$ cat src/rtl/int64_to_decimal_ascii_macros.svh
// assertion macros for the decimal ascii converter
`ifndef INT64_TO_DECIMAL_ASCII_MACROS_SVH
`define INT64_TO_DECIMAL_ASCII_MACROS_SVH

// antecedent implies consequent in the same cycle
`define ITOA64_ASSERT_SAME(label, ante, cons) \
   label: assert property (@(posedge clock) disable iff (reset) (ante) |-> (cons)) \
      else $error("itoa64 assertion failed");

// antecedent implies consequent in the next cycle
`define ITOA64_ASSERT_NEXT(label, ante, cons) \
   label: assert property (@(posedge clock) disable iff (reset) (ante) |=> (cons)) \
      else $error("itoa64 assertion failed");

`endif

$ cat src/rtl/itoa64_pkg.sv
// constants and types for the decimal ascii converter
package itoa64_pkg;

   localparam int unsigned VALUE_W = 64;
   localparam int unsigned DIGITS = 20;
   localparam int unsigned BCD_W = 4 * DIGITS;
   localparam int unsigned CNT_W = $clog2(VALUE_W);
   localparam int unsigned ND_W = $clog2(DIGITS + 1);
   localparam int unsigned NEED_W = ND_W + 1;

   localparam logic [7:0] ASCII_ZERO = 8'h30;
   localparam logic [7:0] ASCII_MINUS = 8'h2d;
   localparam logic [7:0] ASCII_NUL = 8'h00;

   localparam logic STATUS_OK = 1'b0;
   localparam logic STATUS_UNDERSIZED = 1'b1;

   localparam logic [CNT_W-1:0] CNT_LAST = CNT_W'(VALUE_W - 1);
   localparam logic [ND_W-1:0] ND_FULL = ND_W'(DIGITS);
   localparam logic [ND_W-1:0] ND_ONE = ND_W'(1);

   typedef enum logic [6:0] {
      ST_IDLE  = 7'b0000001,
      ST_CONV  = 7'b0000010,
      ST_TRIM  = 7'b0000100,
      ST_CHECK = 7'b0001000,
      ST_SIGN  = 7'b0010000,
      ST_DIGIT = 7'b0100000,
      ST_TERM  = 7'b1000000
   } state_type;

endpackage

$ cat src/rtl/int64_to_decimal_ascii.sv
// decimal ascii converter for 64-bit unsigned or signed values
//
// request channel: req_valid with req_kind, req_value and req_capacity;
// req_stall is high while a conversion is in progress.
// result channel: rsp_valid with rsp_character, rsp_status and rsp_last,
// one character per transfer, held while rsp_stall is high.
// a request converts its magnitude with a bit-serial shift-and-add-3
// register, one input bit per cycle.
// leading zero digits are then dropped one per cycle, and a capacity
// check follows, which issues the undersized result if needed.
// characters ('-', digits, zero terminator with rsp_last) then leave at
// one per cycle while the receiver takes them; a stall holds the output
// register and pauses the sequence; the next request is taken once the
// terminator has been loaded into the output register.
// reset (synchronous) returns to idle and drops any pending result.
module int64_to_decimal_ascii (
   input  logic                            clock,
   input  logic                            reset,
   input  logic                            req_valid,
   output logic                            req_stall,
   input  logic                            req_kind,
   input  logic [itoa64_pkg::VALUE_W-1:0] req_value,
   input  logic [7:0]                      req_capacity,
   output logic                            rsp_valid,
   input  logic                            rsp_stall,
   output logic [7:0]                      rsp_character,
   output logic                            rsp_status,
   output logic                            rsp_last
);
   import itoa64_pkg::*;

   `include "int64_to_decimal_ascii_macros.svh"

   state_type state_ff, state_in;
   logic [VALUE_W-1:0] bin_ff, bin_in;
   logic [BCD_W-1:0] bcd_ff, bcd_in, bcd_adj;
   logic [CNT_W-1:0] cnt_ff, cnt_in;
   logic [ND_W-1:0] nd_ff, nd_in;
   logic neg_ff, neg_in;
   logic [7:0] cap_ff, cap_in;
   logic rsp_valid_ff, rsp_valid_in;
   logic [7:0] char_ff, char_in;
   logic status_ff, status_in;
   logic last_ff, last_in;
   logic accept;
   logic slot_free;
   logic [NEED_W-1:0] need;
   logic [3:0] top_digit;

   assign accept = req_valid && !req_stall;
   assign req_stall = (state_ff != ST_IDLE);
   assign slot_free = !rsp_valid_ff || !rsp_stall;
   assign top_digit = bcd_ff[BCD_W-1 -: 4];
   assign need = NEED_W'(nd_ff) + NEED_W'(neg_ff) + NEED_W'(1);

   // add 3 to every digit of 5 or more before the shift
   always_comb begin
      for (int d = 0; d < DIGITS; d++) begin
         if (bcd_ff[4*d +: 4] >= 4'd5) begin
            bcd_adj[4*d +: 4] = bcd_ff[4*d +: 4] + 4'd3;
         end else begin
            bcd_adj[4*d +: 4] = bcd_ff[4*d +: 4];
         end
      end
   end

   always_comb begin
      state_in = state_ff;
      bin_in = bin_ff;
      bcd_in = bcd_ff;
      cnt_in = cnt_ff;
      nd_in = nd_ff;
      neg_in = neg_ff;
      cap_in = cap_ff;
      rsp_valid_in = rsp_valid_ff && rsp_stall;
      char_in = char_ff;
      status_in = status_ff;
      last_in = last_ff;
      unique case (state_ff)
         ST_IDLE: begin
            if (accept) begin
               neg_in = req_kind && req_value[VALUE_W-1];
               bin_in = (req_kind && req_value[VALUE_W-1]) ? (~req_value + 1'b1) : req_value;
               cap_in = req_capacity;
               bcd_in = '0;
               cnt_in = '0;
               state_in = ST_CONV;
            end
         end
         ST_CONV: begin
            bcd_in = {bcd_adj[BCD_W-2:0], bin_ff[VALUE_W-1]};
            bin_in = {bin_ff[VALUE_W-2:0], 1'b0};
            cnt_in = cnt_ff + 1'b1;
            if (cnt_ff == CNT_LAST) begin
               nd_in = ND_FULL;
               state_in = ST_TRIM;
            end
         end
         ST_TRIM: begin
            if (top_digit == 4'd0 && nd_ff != ND_ONE) begin
               bcd_in = {bcd_ff[BCD_W-5:0], 4'd0};
               nd_in = nd_ff - 1'b1;
            end else begin
               state_in = ST_CHECK;
            end
         end
         ST_CHECK: begin
            if ({{(8-NEED_W){1'b0}}, need} > cap_ff) begin
               if (slot_free) begin
                  rsp_valid_in = 1'b1;
                  char_in = ASCII_NUL;
                  status_in = STATUS_UNDERSIZED;
                  last_in = 1'b1;
                  state_in = ST_IDLE;
               end
            end else if (neg_ff) begin
               state_in = ST_SIGN;
            end else begin
               state_in = ST_DIGIT;
            end
         end
         ST_SIGN: begin
            if (slot_free) begin
               rsp_valid_in = 1'b1;
               char_in = ASCII_MINUS;
               status_in = STATUS_OK;
               last_in = 1'b0;
               state_in = ST_DIGIT;
            end
         end
         ST_DIGIT: begin
            if (slot_free) begin
               rsp_valid_in = 1'b1;
               char_in = ASCII_ZERO | {4'd0, top_digit};
               status_in = STATUS_OK;
               last_in = 1'b0;
               bcd_in = {bcd_ff[BCD_W-5:0], 4'd0};
               nd_in = nd_ff - 1'b1;
               if (nd_ff == ND_ONE) begin
                  state_in = ST_TERM;
               end
            end
         end
         ST_TERM: begin
            if (slot_free) begin
               rsp_valid_in = 1'b1;
               char_in = ASCII_NUL;
               status_in = STATUS_OK;
               last_in = 1'b1;
               state_in = ST_IDLE;
            end
         end
         default: begin
            state_in = ST_IDLE;
         end
      endcase
   end

   always_ff @(posedge clock) begin
      if (reset) begin
         state_ff <= ST_IDLE;
         rsp_valid_ff <= 1'b0;
      end else begin
         state_ff <= state_in;
         rsp_valid_ff <= rsp_valid_in;
      end
   end

   always_ff @(posedge clock) begin
      bin_ff <= bin_in;
      bcd_ff <= bcd_in;
      cnt_ff <= cnt_in;
      nd_ff <= nd_in;
      neg_ff <= neg_in;
      cap_ff <= cap_in;
      char_ff <= char_in;
      status_ff <= status_in;
      last_ff <= last_in;
   end

   assign rsp_valid = rsp_valid_ff;
   assign rsp_character = char_ff;
   assign rsp_status = status_ff;
   assign rsp_last = last_ff;

   `ITOA64_ASSERT_SAME(undersized_is_last, rsp_valid_ff && status_ff, last_ff && char_ff == ASCII_NUL)
   `ITOA64_ASSERT_NEXT(accept_starts_conv, accept, state_ff == ST_CONV)
   `ITOA64_ASSERT_SAME(digit_count_nonzero, state_ff == ST_TRIM || state_ff == ST_DIGIT, nd_ff != '0)

endmodule

$ cat config.mk
export PLATFORM = sky130hd
export DESIGN_NAME = int64_to_decimal_ascii
export DESIGN_NICKNAME = d
export VERILOG_FILES = /design/src/rtl/itoa64_pkg.sv /design/src/rtl/int64_to_decimal_ascii.sv
export VERILOG_INCLUDE_DIRS = /design/src /design/src/rtl
export SDC_FILE = /design/constraint.sdc
export NUM_CORES = 1
export LEC_CHECK = 0
export BUFFER_PORTS_ARGS = -buffer_cell sky130_fd_sc_hd__clkbuf_2
export CELL_PAD_IN_SITES_DETAIL_PLACEMENT = 0
export CELL_PAD_IN_SITES_GLOBAL_PLACEMENT = 1
export CORE_MARGIN = 1.5
export CORE_UTILIZATION = 45
export CTS_BUF_LIST = sky130_fd_sc_hd__clkbuf_16
export CTS_CLUSTER_SIZE = 12
export DETAILED_ROUTE_END_ITERATION = 10
export MAX_ROUTING_LAYER = met4
export PLACE_DENSITY_LB_ADDON = 0.1
export SYNTH_ARGS = -nofsm -noshare
export SYNTH_HDL_FRONTEND = slang
export SYNTH_SLANG_ARGS = --single-unit
$ cat constraint.sdc
create_clock -name clock -period 11.2 [get_ports clock]
set_clock_uncertainty 0.2 [all_clocks]
set_input_delay 2.24 -clock clock [delete_from_list [all_inputs] [get_ports clock]]
set_output_delay 2.24 -clock clock [all_outputs]
set_load 0.02 [all_outputs]
==> flow_summary_export.csv <==
group,metric,value,unit
outcome,status,"finished clean",
synthesis,synth_cells,1134,
cts,max-clock-path-buffers,2,
placement,globalplace.congestion,0.820,
final_layout,post-route-cell-area,12300,sq um
grt,antenna_found_initial,0,
power,power.leakage,4.42,nW
worst_setup_path,worstPathCellList,"clkbuf_2 > nor4_1 > nand4_1 > nor2_1 > nand4_1 > and3_1 > o31a_1",
flow_run,drv_cap,0,
placement,portBuffers,86,
final_layout,diodes,0,
die,initial_core_util,0.463,
routing,drcViolationCount,0,
power,p_sw_frac,0.334,
final_layout,nNetsFinal,1325,
timing,holdWs,0.317,ns
timing,hold_violations,0,
grt,overflow,0,
routing,wl_per_cell,15.6,microns
worst_setup_path,cp_common_cell,"nand4_1",
timing,post-route-period-util,0.437,
placement,dpl.hpwl,16.0,mm
cts,postCtsSetupBuffers,0,
power,p_per_area,191,nW/um^2
worst_setup_path,cp-end-kind,"flip-flop",
placement,postPlaceCellArea,11700,sq um
cts,cts_tree,"yes",
routing,vias,8260,
final_layout,layout-drive-gt1-share,0.117,
grt,grt_pass1_vias,7825,
worst_setup_path,cp.required,11.20,ns
routing,drt_iter0_markers,639,
synthesis,synth_edf_count,172,
routing,antenna_left,0,
cts,clkLatencyLatePin,0.44,ns
timing,final-setup-viol-count,0,
routing,viasPerCell,5.41,
synthesis,synth-async-reset-ratio,0,
power,p_comb_frac,0.274,
worst_setup_path,slowest_delay,0.88,ns
synthesis,synth.avg_cell_area,9.68,sq um
final_layout,fillers,2277,
routing,drtPass1Iterations,4,
cts,cts-root-buf,"clkbuf_16",
die,dieArea,25300,sq um
synthesis,seq_area_frac_synth,0.485,
grt,track_usage,0.198,
worst_setup_path,arrival,4.90,ns
cts,clkSlewWorstSetupHoldPaths,0.07,ns
final_layout,layout.cells.most_common,"edfxtp_1",
worst_setup_path,crit_path_start_kind,"input pin",
synthesis,yosysUniqueCellTypes,58,
worst_setup_path,criticalPathCategory,"input pin to flip-flop",
die,row_count,56,
timing,rsz0062_at_grt,"false",
grt,grt_start_max_net_pins,81,
die,die_h,159,microns
synthesis,ys_warn_count,0,
worst_setup_path,slowest_stage,"nor2_1",
hold_path,min-delay-start,"bin_ff[39]",
synthesis,ys.flop_type,"edfxtp_1",
die,die_w,159,microns
cts,cts.sinks,180,
synthesis,netlist_area,11000,sq um
timing,max_clock_freq,0.204,GHz
power,seqPwrFrac,0.466,
cts,ctsHoldBuffers,0,
die,core_area,23700,sq um
synthesis,ys_ff_latch,180,
cts,h-tree-depth,4,
timing,worst_pin_slew,1.07,ns
hold_path,hp-class,"flip-flop to flip-flop",
power,p_switching,0.784,mW
final_layout,utilization,0.518,
worst_setup_path,path_max_fanout,14,
worst_setup_path,reg2reg_from,"state_ff[1]",
timing,slew_headroom,0.288,
timing,finalCriticalPeriod,4.89,ns
power,peakVddDrop,0.104,mV
cts,post_cts_resized,0,
timing,drv_slew,0,
routing,wl,23.9,mm
final_layout,area_delta_synth_final,11.9,%
die,ios,89,
power,p_int,1.56,mW
worst_setup_path,crit_start,"req_value[30]",
timing,tns,0,ns
power,clkPwrFrac,0.260,
final_layout,final_cell_mix,"edfxtp_1, a21oi_1, nand2_1",
cts,numCtsBuffers,17,
grt,grt_pass1_wl,39.7,mm
## routing by layer
metal  wire length, microns  global-route usage  vias to the layer above
li1                       -                   -                     4237
met1                  12000               0.270                     3865
met2                  10900               0.307                      139
met3                    778              0.0276                       19
met4                    259              0.0566                        0
met5                      0                   -                        -
## critical path: cells and delay by family
kind / cells / cell delay, ns
simple gates: 5 / 2.32
compound gates: 1 / 0.23
buf+inv: 1 / 0.10
## power by group through the flow
stage	combinational (mW)	sequential (mW)	clock, mW
2_1_floorplan	0.500	1.09	0
3_3_place_gp	0.646	1.10	0
3_5_place_dp	0.649	1.11	0
4_1_cts	0.653	1.10	0.625
5_1_grt	0.743	1.12	0.651
6_report	0.644	1.09	0.610
## synthesized netlist by cell type, drive strengths merged, types with 3 or more instances
cell / count / area [sq um]
buf: 24 / 118
nand2b: 27 / 169
a21o: 4 / 30.0
and2: 5 / 31.3
a41oi: 3 / 26.3
or4: 9 / 80.1
nor2b: 4 / 25.0
nand2: 109 / 409
nor3: 13 / 65.1
o31ai: 7 / 52.6
inv: 61 / 229
clkbuf: 29 / 109
o32ai: 15 / 131
xnor2: 65 / 569
and3: 10 / 62.6
ha: 53 / 663
dfxtp: 8 / 160
edfxtp: 172 / 5160
nor4: 18 / 125
a31oi: 17 / 106
nand4: 11 / 68.8
nor2: 101 / 379
or3: 4 / 25.0
o21a: 3 / 22.5
a21oi: 119 / 599
nand3: 17 / 85.1
o22ai: 26 / 163
xor2: 40 / 350
nor3b: 25 / 188
o21ai: 108 / 541
## final timing paths
check | to | slack (ns) | depth (start not counted)
max | bin_ff[55] | 6.31 | 7
min | bin_ff[40] | 0.32 | 2
max reg2reg | bcd_ff[13] | 7.36 | 6
min reg2reg | bin_ff[40] | 0.32 | 2
## stage by stage
stage          power, mW  setup slack [ns]  cells
2_1_floorplan       1.59              3.98   1135
3_3_place_gp        1.75              6.01   1495
3_5_place_dp        1.76              5.98   1495
4_1_cts             2.37              6.45   1527
5_1_grt             2.51              6.10   1527
6_report            2.35              6.31   1527
## cell families (layout without fill, tap and decap cells)
group | after synthesis | in the layout | share of synthesized area
AOI/OAI and AO/OA | 315 | 315 | 0.163
xor gates and xnor gates | 105 | 105 | 0.0838
adders and majority gates | 53 | 53 | 0.0604
buffers and inverters | 115 | 188 | 0.0418
DFF | 180 | 180 | 0.485
muxes | 2 | 2 | 0.00205
other | 1 | 2 | 0.000342
and+or+nand+nor | 363 | 363 | 0.164
## layout make-up
class                      count  area, sq um  share of cell area
multi-input combinational    840         5230               0.426
timing repair buffer          94          490              0.0399
clock buffer                  21          526              0.0428
inverter                      62          233              0.0190
sequential                   180         5330               0.434
clock inverter                11         77.6             0.00632
tap                          319          399              0.0325
## registers in the layout, indices dropped and copies added, names as in the netlist
register       cells
rsp_last           1
neg_ff             1
bcd_ff            80
cap_ff             8
rsp_character      6
bin_ff            64
nd_ff              5
rsp_valid          1
rsp_status         1
state_ff           7
cnt_ff             6
Power figures use the tool's default switching activity.
